File: src/rtl/core/mtsl_pkg.sv
// ----------------------------------------------------------------------------
// mtsl_pkg
// Shared types and codes of the two-list sorted merge unit.
// ----------------------------------------------------------------------------
`default_nettype none

package mtsl_pkg;

	// Command codes carried on func.
	localparam logic [1:0] FUNC_APPEND_A = 2'd0;
	localparam logic [1:0] FUNC_APPEND_B = 2'd1;
	localparam logic [1:0] FUNC_MERGE    = 2'd2;

	localparam int FUNC_WIDTH   = 2;
	localparam int ELEM_WIDTH   = 32;
	localparam int RESULT_WIDTH = 32;

	typedef enum logic {
		ST_IDLE,
		ST_MERGE
	} state_t;

	// Control group from the merge sequencer to the top level.
	typedef struct packed {
		logic busy;    // a merge run is in progress
		logic emit;    // one merged element leaves this cycle
		logic take_a;  // the element comes from list A, else from list B
		logic last;    // this element ends the run
	} seq_ctl_t;

endpackage

`default_nettype wire

File: src/rtl/core/mtsl_list_mem.sv
// ----------------------------------------------------------------------------
// mtsl_list_mem
// One list store: single write port, one registered read port.
// ----------------------------------------------------------------------------
`default_nettype none

module mtsl_list_mem #(
	parameter int DEPTH = 32,
	parameter int WIDTH = 32
) (
	input  logic                                   clk,
	input  logic                                   wr_en,
	input  logic [((DEPTH > 1) ? $clog2(DEPTH) : 1)-1:0] wr_addr,
	input  logic [WIDTH-1:0]                       wr_data,
	input  logic [((DEPTH > 1) ? $clog2(DEPTH) : 1)-1:0] rd_addr,
	output logic [WIDTH-1:0]                       rd_data
);

	logic [WIDTH-1:0] mem [DEPTH];
	logic [WIDTH-1:0] rd_data_q;

	always_ff @(posedge clk) begin
		if (wr_en) begin
			mem[wr_addr] <= wr_data;
		end
	end

	always_ff @(posedge clk) begin
		rd_data_q <= mem[rd_addr];
	end

	assign rd_data = rd_data_q;

endmodule

`default_nettype wire

File: src/rtl/core/mtsl_seq.sv
// ----------------------------------------------------------------------------
// mtsl_seq
// Merge sequencer: walks both lists with one shared signed comparator.
// ----------------------------------------------------------------------------
`default_nettype none

module mtsl_seq #(
	parameter int DEPTH = 32,
	parameter int VW    = 32
) (
	input  logic                                         clk,
	input  logic                                         arst_n,
	input  logic                                         merge_go,
	input  logic [$clog2(DEPTH+1)-1:0]                   cnt_a,
	input  logic [$clog2(DEPTH+1)-1:0]                   cnt_b,
	input  logic signed [VW-1:0]                         head_a,
	input  logic signed [VW-1:0]                         head_b,
	output logic [((DEPTH > 1) ? $clog2(DEPTH) : 1)-1:0] addr_a,
	output logic [((DEPTH > 1) ? $clog2(DEPTH) : 1)-1:0] addr_b,
	output mtsl_pkg::seq_ctl_t                           ctl
);

	localparam int AW = (DEPTH > 1) ? $clog2(DEPTH) : 1;
	localparam int CW = $clog2(DEPTH + 1);
	localparam int RW = $clog2(2 * DEPTH + 1);

	mtsl_pkg::state_t state_q, state_nxt;

	logic [CW-1:0] ia_q, ib_q, na_q, nb_q;
	logic [CW-1:0] ia_inc, ib_inc;
	logic [RW-1:0] rem_q, total;
	logic          a_left, b_left, take_a, last;

	assign total  = RW'(cnt_a) + RW'(cnt_b);
	assign a_left = ia_q < na_q;
	assign b_left = ib_q < nb_q;
	// On a tie the head of A goes first.
	assign take_a = !b_left || (a_left && !(head_b < head_a));
	assign ia_inc = ia_q + CW'(1);
	assign ib_inc = ib_q + CW'(1);
	assign last   = rem_q == RW'(1);

	always_ff @(posedge clk or negedge arst_n) begin
		if (!arst_n) begin
			state_q <= mtsl_pkg::ST_IDLE;
		end else begin
			state_q <= state_nxt;
		end
	end

	always_comb begin
		state_nxt  = state_q;
		ctl.busy   = 1'b0;
		ctl.emit   = 1'b0;
		ctl.take_a = take_a;
		ctl.last   = last;
		addr_a     = '0;
		addr_b     = '0;
		case (state_q)
			mtsl_pkg::ST_IDLE: begin
				// The read ports sit on entry 0 so both heads are ready when a run starts.
				if (merge_go && (total != '0)) begin
					state_nxt = mtsl_pkg::ST_MERGE;
				end
			end
			mtsl_pkg::ST_MERGE: begin
				ctl.busy = 1'b1;
				ctl.emit = 1'b1;
				addr_a   = take_a ? ia_inc[AW-1:0] : ia_q[AW-1:0];
				addr_b   = take_a ? ib_q[AW-1:0] : ib_inc[AW-1:0];
				if (last) begin
					state_nxt = mtsl_pkg::ST_IDLE;
				end
			end
			default: begin
				state_nxt = mtsl_pkg::ST_IDLE;
			end
		endcase
	end

	always_ff @(posedge clk or negedge arst_n) begin
		if (!arst_n) begin
			ia_q  <= '0;
			ib_q  <= '0;
			na_q  <= '0;
			nb_q  <= '0;
			rem_q <= '0;
		end else if (merge_go && (state_q == mtsl_pkg::ST_IDLE)) begin
			ia_q  <= '0;
			ib_q  <= '0;
			na_q  <= cnt_a;
			nb_q  <= cnt_b;
			rem_q <= total;
		end else if (ctl.emit) begin
			if (take_a) begin
				ia_q <= ia_inc;
			end else begin
				ib_q <= ib_inc;
			end
			rem_q <= rem_q - RW'(1);
		end
	end

endmodule

`default_nettype wire

File: src/rtl/core/merge_two_sorted_lists_unit.sv
// ----------------------------------------------------------------------------
// merge_two_sorted_lists_unit
// Loads two ascending lists and emits their two-way merge as a run of results.
// ----------------------------------------------------------------------------
// Usage: a transaction is taken at a rising edge where start is high and busy
// is low. func selects append to list A, append to list B or merge; element
// carries the value for an append. An append gives no result; the next
// transaction may follow at once. An append to a full list is dropped and
// sets a sticky overflow flag.
// A merge starts its run in the cycle after it is taken, and its first result
// is registered onto the ports from the first step of the run: one result per
// cycle, strobe high for each, last_item on the final one, one comparison of
// the two list heads per cycle through a single shared comparator fed by the
// registered read ports of the two stores. busy is high during the run, and
// the last result is on the ports in the same cycle in which busy is first
// low. Equal heads give the A element first. A merge of two empty lists gives
// one result with empty_merge set, in the cycle after the merge is taken, and
// keeps busy low. overflowed carries the flag as it stood when the merge was
// taken; counts and flag clear then.
// Reset clears the counts, the flag and the sequencer; list contents are not
// cleared and need no clearing. The receiver cannot stall: each result is
// valid for exactly the one cycle in which strobe is high.
// ----------------------------------------------------------------------------
`default_nettype none

module merge_two_sorted_lists_unit #(
	parameter int LIST_DEPTH  = 32,
	parameter int VALUE_WIDTH = 32
) (
	input  logic                                     clk,
	input  logic                                     arst_n,
	input  logic                                     start,
	output logic                                     busy,
	input  logic [mtsl_pkg::FUNC_WIDTH-1:0]          func,
	input  logic signed [mtsl_pkg::ELEM_WIDTH-1:0]   element,
	output logic                                     strobe,
	output logic signed [mtsl_pkg::RESULT_WIDTH-1:0] merged_value,
	output logic                                     last_item,
	output logic                                     empty_merge,
	output logic                                     overflowed
);

	localparam int AW = (LIST_DEPTH > 1) ? $clog2(LIST_DEPTH) : 1;
	localparam int CW = $clog2(LIST_DEPTH + 1);

	mtsl_pkg::seq_ctl_t ctl;

	logic                   accept, do_app_a, do_app_b, do_merge, both_empty;
	logic [CW-1:0]          cnt_a_q, cnt_b_q;
	logic                   ovf_q, ovf_run_q;
	logic                   full_a, full_b;
	logic [63:0]            elem_ext, res_ext;
	logic [VALUE_WIDTH-1:0] elem_norm;
	logic signed [VALUE_WIDTH-1:0] head_a, head_b, pick;
	logic [AW-1:0]          addr_a, addr_b;

	logic                                     strobe_q;
	logic signed [mtsl_pkg::RESULT_WIDTH-1:0] value_q;
	logic                                     last_q, empty_q, ovf_out_q;

	assign busy       = ctl.busy;
	assign accept     = start && !busy;
	assign do_app_a   = accept && (func == mtsl_pkg::FUNC_APPEND_A);
	assign do_app_b   = accept && (func == mtsl_pkg::FUNC_APPEND_B);
	assign do_merge   = accept && (func == mtsl_pkg::FUNC_MERGE);
	assign full_a     = cnt_a_q == CW'(LIST_DEPTH);
	assign full_b     = cnt_b_q == CW'(LIST_DEPTH);
	assign both_empty = (cnt_a_q == '0) && (cnt_b_q == '0);

	// Sign-extend the field, then keep the stored width.
	assign elem_ext  = 64'(element);
	assign elem_norm = elem_ext[VALUE_WIDTH-1:0];

	mtsl_list_mem #(
		.DEPTH(LIST_DEPTH),
		.WIDTH(VALUE_WIDTH)
	) u_mem_a (
		.clk     (clk),
		.wr_en   (do_app_a && !full_a),
		.wr_addr (cnt_a_q[AW-1:0]),
		.wr_data (elem_norm),
		.rd_addr (addr_a),
		.rd_data (head_a)
	);

	mtsl_list_mem #(
		.DEPTH(LIST_DEPTH),
		.WIDTH(VALUE_WIDTH)
	) u_mem_b (
		.clk     (clk),
		.wr_en   (do_app_b && !full_b),
		.wr_addr (cnt_b_q[AW-1:0]),
		.wr_data (elem_norm),
		.rd_addr (addr_b),
		.rd_data (head_b)
	);

	mtsl_seq #(
		.DEPTH(LIST_DEPTH),
		.VW   (VALUE_WIDTH)
	) u_seq (
		.clk      (clk),
		.arst_n   (arst_n),
		.merge_go (do_merge),
		.cnt_a    (cnt_a_q),
		.cnt_b    (cnt_b_q),
		.head_a   (head_a),
		.head_b   (head_b),
		.addr_a   (addr_a),
		.addr_b   (addr_b),
		.ctl      (ctl)
	);

	always_ff @(posedge clk or negedge arst_n) begin
		if (!arst_n) begin
			cnt_a_q   <= '0;
			cnt_b_q   <= '0;
			ovf_q     <= 1'b0;
			ovf_run_q <= 1'b0;
		end else begin
			if (do_merge) begin
				cnt_a_q   <= '0;
				cnt_b_q   <= '0;
				ovf_q     <= 1'b0;
				ovf_run_q <= ovf_q;
			end
			if (do_app_a) begin
				if (full_a) begin
					ovf_q <= 1'b1;
				end else begin
					cnt_a_q <= cnt_a_q + CW'(1);
				end
			end
			if (do_app_b) begin
				if (full_b) begin
					ovf_q <= 1'b1;
				end else begin
					cnt_b_q <= cnt_b_q + CW'(1);
				end
			end
		end
	end

	assign pick    = ctl.take_a ? head_a : head_b;
	assign res_ext = 64'(pick);

	always_ff @(posedge clk or negedge arst_n) begin
		if (!arst_n) begin
			strobe_q <= 1'b0;
		end else begin
			strobe_q <= ctl.emit || (do_merge && both_empty);
		end
	end

	always_ff @(posedge clk) begin
		if (do_merge && both_empty) begin
			value_q   <= '0;
			last_q    <= 1'b1;
			empty_q   <= 1'b1;
			ovf_out_q <= ovf_q;
		end else if (ctl.emit) begin
			value_q   <= res_ext[mtsl_pkg::RESULT_WIDTH-1:0];
			last_q    <= ctl.last;
			empty_q   <= 1'b0;
			ovf_out_q <= ovf_run_q;
		end
	end

	assign strobe       = strobe_q;
	assign merged_value = value_q;
	assign last_item    = last_q;
	assign empty_merge  = empty_q;
	assign overflowed   = ovf_out_q;

	// An empty merge answers with a single result on the next cycle.
	a_empty_merge: assert property (@(posedge clk) disable iff (!arst_n)
		do_merge && both_empty |=> strobe && empty_merge && last_item)
		else $error("empty merge did not give a single marked result");

	// The final element of a run releases the unit.
	a_run_end: assert property (@(posedge clk) disable iff (!arst_n)
		ctl.emit && ctl.last |=> !busy && strobe && last_item)
		else $error("run did not end after its last element");

	// A non-empty merge starts a run on the next cycle.
	a_run_start: assert property (@(posedge clk) disable iff (!arst_n)
		do_merge && !both_empty |=> busy && ctl.emit)
		else $error("merge did not start its run");

	// Counts never pass the list depth.
	a_count_range: assert property (@(posedge clk) disable iff (!arst_n)
		(cnt_a_q <= CW'(LIST_DEPTH)) && (cnt_b_q <= CW'(LIST_DEPTH)))
		else $error("list count beyond depth");

endmodule

`default_nettype wire

File: config.mk
export PLATFORM = sky130hd
export DESIGN_NAME = merge_two_sorted_lists_unit
export DESIGN_NICKNAME = d
export VERILOG_FILES = /design/src/rtl/core/mtsl_pkg.sv /design/src/rtl/core/mtsl_list_mem.sv /design/src/rtl/core/mtsl_seq.sv /design/src/rtl/core/merge_two_sorted_lists_unit.sv
export SDC_FILE = /design/constraint.sdc
export NUM_CORES = 2
export LEC_CHECK = 0
export BUFFER_PORTS_ARGS = -buffer_cell sky130_fd_sc_hd__buf_2
export CORE_UTILIZATION = 29
export DETAILED_ROUTE_END_ITERATION = 10
export GPL_TIMING_DRIVEN = 0
export PLACE_DENSITY = 0.44
export SYNTH_ARGS = -nofsm -noshare
export SYNTH_HDL_FRONTEND = slang
export SYNTH_HIERARCHICAL = 1
export SYNTH_SLANG_ARGS = --single-unit
File: constraint.sdc
create_clock -name clk -period 8.62 [get_ports clk]
set_input_delay 1.724 -clock clk [delete_from_list [all_inputs] [get_ports clk]]
set_output_delay 1.724 -clock clk [all_outputs]
set_load 0.05 [all_outputs]
==> implementation parameters <==
Parameter                              Value

Outcome
  Status    complete, no violations

Synth
  Combinational family with the most area after synthesis    multiplexers
  Area share of the largest cell type after synthesis    between 70% and 80%
  Complex-gate fraction of the synthesized area    between 5 and 6%
  Proportion of register bits with asynchronous set or reset after synthesis    ~2.1%
  Cell taking the most area after synthesis    sky130_fd_sc_hd__edfxtp_1
  Mean cell area of the mapped netlist    about 17 µm²
  Most numerous cell types in the synthesized netlist    sky130_fd_sc_hd__edfxtp_1 (2049), sky130_fd_sc_hd__mux2i_1 (1062), sky130_fd_sc_hd__nand2_1 (255)
  Post-synth cell types    77
  Area of the mapped netlist    roughly 86000 µm²
  Net count after synthesis    about 5200
  Xor/xnor cell area share of the yosys netlist    less than 1%
  Simple-gate share of the synthesized area    around 3.9%
  Synth area leaders    sky130_fd_sc_hd__edfxtp_1 (71%), sky130_fd_sc_hd__mux2i_1 (12%), sky130_fd_sc_hd__dfxtp_1 (2.3%), sky130_fd_sc_hd__a22oi_1 (1.7%), sky130_fd_sc_hd__dfrtp_1 (1.4%)
  Post-synth EDFFs    approximately 2000
  Gate Count Post-Synth    slightly above 5000
  Post-synthesis sequential element count    about 2200
  Synth warnings    6
  Mux contribution to synthesized area    12.4%
  Cell with the most instances after synthesis    sky130_fd_sc_hd__edfxtp_1
  Sequential fraction of the synthesis area    between 70% and 80%
  Top FF cell, synth    sky130_fd_sc_hd__edfxtp_1
  Arithmetic-cell share of the synthesized area counting full adders, half adders and majority gates    0.821%

Floorplanning
  Height of the chip    about 550 µm
  Core region area    295000 µm²
  Area of the die    approximately 300000 µm²
  Number of placed I/O pins    74
  Cell Rows    approximately 200
  Starting utilization of the core area    29.2%
  Die Width    between 500 and 600 µm

Detailed routing
  Violation count after the first detailed-routing iteration    about 3900
  Post-route DRC    0
  Total routed wirelength    approximately 260 mm
  Routed vias/inst    between 4 and 5
  Detail Route Antenna Nets    0
  Post-detailed-route wirelength per cell    around 27 µm
  TritonRoute pass-1 iters    5
  Total number of vias    roughly 47000

Hold path
  Worst Hold Depth    1
  Hold Crit Start    empty_merge$_SDFFE_PP1P_
  End point of the most critical hold path    empty_merge$_SDFFE_PP1P_
  Hold Crit Class    reg2reg

STA
  Max-slew headroom at the worst pin    5.15%
  Final worst path period share    roughly 73%
  Max-slew violations    0
  Hold Fails Final Rpt    0
  Post-layout minimum cycle time    about 6.3 ns
  Finish-stage setup viols    0
  Transition time at the pin with the least slew margin    roughly 1.4 ns
  Final worst-path setup slack    2.35 ns
  Unrepaired setup endpoints after global routing    no
  Timing-limited maximum frequency    160 MHz
  Total Negative Setup Slacks    0 ns
  Worst clock skew    a little under 0.06 ns

Global route
  Remaining global-route overflow    0
  Vias in the first global route    between 40000 and 50000
  Maximum number of pins on one net before global-route repair    65
  Overall track demand over capacity in global routing    ~17%
  Wire length of the first global-routing pass    about 370 mm
  Antenna violations before repair    17

Final layout
  Share of cells above drive strength 1    around an eighth
  Final instance count without filler cells    approximately 9600
  Final Util    about a third
  Layout-stage area growth over the synthesis result    17.9%
  Final layout net count    roughly 5600

Placed design
  Number of placed instances, taps included    9190
  Placed wire-length estimate    ~180 mm
  Routability congestion estimate    roughly 0.8
  Worst setup slack after placement    ~2.3 ns
  PortBufs    73

Clock tree
  H-tree depth    4
  Clock tree from TritonCTS    yes
  Clock-pin slew reported for the worst setup and hold paths after clock tree synthesis    about 0.06 ns
  Maximum clock path buffer count    4
  Clock root cell    sky130_fd_sc_hd__clkbuf_16
  Clock net sink count    2194
  Number of hold-repair buffers added at the cts stage    0
  Number of buffers inserted during clock tree synthesis    239
  Post-CTS setup repair buffer count    0
  Post-CTS Resized    0
  Worst skew pair latency    ~0.89 ns

Critical path
  Kind of end point of the critical path    flip-flop
  Worst r2r path cells    18
  Data required time of the critical path    ~9.2 ns
  Worst Setup Path Type    reg2reg
  Crit start category    flip-flop
  Reg2reg end    u_mem_b/rd_data[20]$_DFF_P_
  Critical path fanouts, max    10
  Setup slack of the worst register-to-register path    2.35 ns
  Start of the worst register-to-register path    u_mem_a/rd_data[23]$_DFF_P_
  Data arrival time of the worst path    between 6 and 7 ns

Run
  Reported max-cap violation count    0
sequential cells by signal (all words and copies together) (netlist names), 6 cells and up:
name	cells
u_seq/rem_q	7
cnt_a_q	6
u_mem_b/rd_data	32
merged_value	32
u_seq/nb_q	6
u_seq/na_q	6
u_mem_b/mem	1024
u_mem_a/rd_data	32
u_seq/ia_q	6
u_mem_a/mem	1024
u_seq/ib_q	6
cnt_b_q	6
cell usage in the layout, fill, tap and decap left out, types with 15 or more instances in the layout:
cell                        count
sky130_fd_sc_hd__dfrtp_1       47
sky130_fd_sc_hd__edfxtp_1    2049
sky130_fd_sc_hd__a22o_1       128
sky130_fd_sc_hd__dfxtp_1       98
sky130_fd_sc_hd__a211oi_1      33
sky130_fd_sc_hd__clkinv_2      36
sky130_fd_sc_hd__nor2_4        64
sky130_fd_sc_hd__buf_16        39
sky130_fd_sc_hd__mux2i_1     1062
sky130_fd_sc_hd__clkbuf_8      15
sky130_fd_sc_hd__bufinv_16     15
sky130_fd_sc_hd__ha_1          55
sky130_fd_sc_hd__a31oi_1       65
sky130_fd_sc_hd__a21oi_1      215
sky130_fd_sc_hd__o21ai_0       23
sky130_fd_sc_hd__nand2_1      255
sky130_fd_sc_hd__diode_2       22
sky130_fd_sc_hd__clkbuf_1     165
sky130_fd_sc_hd__inv_1         57
sky130_fd_sc_hd__buf_2         97
sky130_fd_sc_hd__clkinv_1      47
sky130_fd_sc_hd__a22oi_1      193
sky130_fd_sc_hd__buf_4        107
sky130_fd_sc_hd__buf_6         32
sky130_fd_sc_hd__clkbuf_16    243
sky130_fd_sc_hd__nor2_1        51
sky130_fd_sc_hd__nand3_1      214
sky130_fd_sc_hd__buf_12        51
sky130_fd_sc_hd__nor3_1        66
layout make-up:
| cell class | count | area [µm²] |
|---|---|---|
| Sequential cell | 2194 | 64700 |
| Buffer | 286 | 1680 |
| Clock buffer | 314 | 6500 |
| Multi-Input combinational cell | 2570 | 20200 |
| Timing Repair Buffer | 164 | 2550 |
| Clock inverter | 116 | 973 |
| Tap cell | 3919 | 4900 |
| Inverter | 58 | 218 |
| Antenna cell | 22 | 55.1 |
| Fill cell | 28058 | 193000 |
through the flow:
stage / hold WS (ns) / instance area, µm²
final: 0.452 / 102000
after global routing: 0.488 / 102000
after CTS: 0.456 / 102000
after detailed placement: 0.443 / 94200
after global placement: 0.438 / 91600
after floorplan: 0.447 / 86300
critical path: stages (launching register included):
cell and delay [ns]:
sky130_fd_sc_hd__dfxtp_1 0.37, sky130_fd_sc_hd__inv_1 0.06, sky130_fd_sc_hd__ha_1 0.32, sky130_fd_sc_hd__a41oi_1 0.22, sky130_fd_sc_hd__o21ai_0 0.14, sky130_fd_sc_hd__a221oi_1 0.37, sky130_fd_sc_hd__nand4b_1 0.23, sky130_fd_sc_hd__o211ai_1 0.23
sky130_fd_sc_hd__nor3_2 0.12, sky130_fd_sc_hd__inv_2 0.10, sky130_fd_sc_hd__buf_6 0.15, sky130_fd_sc_hd__nor2_1 0.06, sky130_fd_sc_hd__o21ai_0 1.03, sky130_fd_sc_hd__or2_2 0.26, sky130_fd_sc_hd__clkbuf_1 0.43, sky130_fd_sc_hd__clkbuf_1 0.54
sky130_fd_sc_hd__nor3_1 0.32, sky130_fd_sc_hd__a31oi_1 0.59, sky130_fd_sc_hd__nand3_1 0.43
how the worst max path moves through the flow:
stage                                            from                            to  slack, ns  cells after the start
after detailed placement  u_mem_a/rd_data[23]$_DFF_P_   u_mem_b/rd_data[20]$_DFF_P_       2.27                     18
after floorplan                               func[0]  u_mem_a/mem[28][0]$_DFFE_PP_       3.60                      7
after CTS                 u_mem_a/rd_data[23]$_DFF_P_   u_mem_b/rd_data[20]$_DFF_P_       2.25                     18
after global routing      u_mem_a/rd_data[23]$_DFF_P_   u_mem_b/rd_data[20]$_DFF_P_       2.19                     18
final                     u_mem_a/rd_data[23]$_DFF_P_   u_mem_b/rd_data[20]$_DFF_P_       2.35                     18
after global placement                        func[0]  u_mem_a/mem[20][2]$_DFFE_PP_       1.40                      8
logic make-up after synthesis:
kind of cell | after synthesis
AOI/OAI and AO/OA | 712
xor gates and xnor gates | 8
adders and majority gates | 56
buffers and inverters | 344
DFF | 2194
muxes | 1066
and+or+nand+nor | 728
per-layer routing:
metal  routed length (µm)  GRT usage, %
met2               123000          27.8
met3                13100          2.30
met4                 4690          3.85
met1               123000          24.6
met5                    0             0
Power is not shown: default switching activity piles up to over one toggle a cycle in this logic, so the estimate is an artifact.
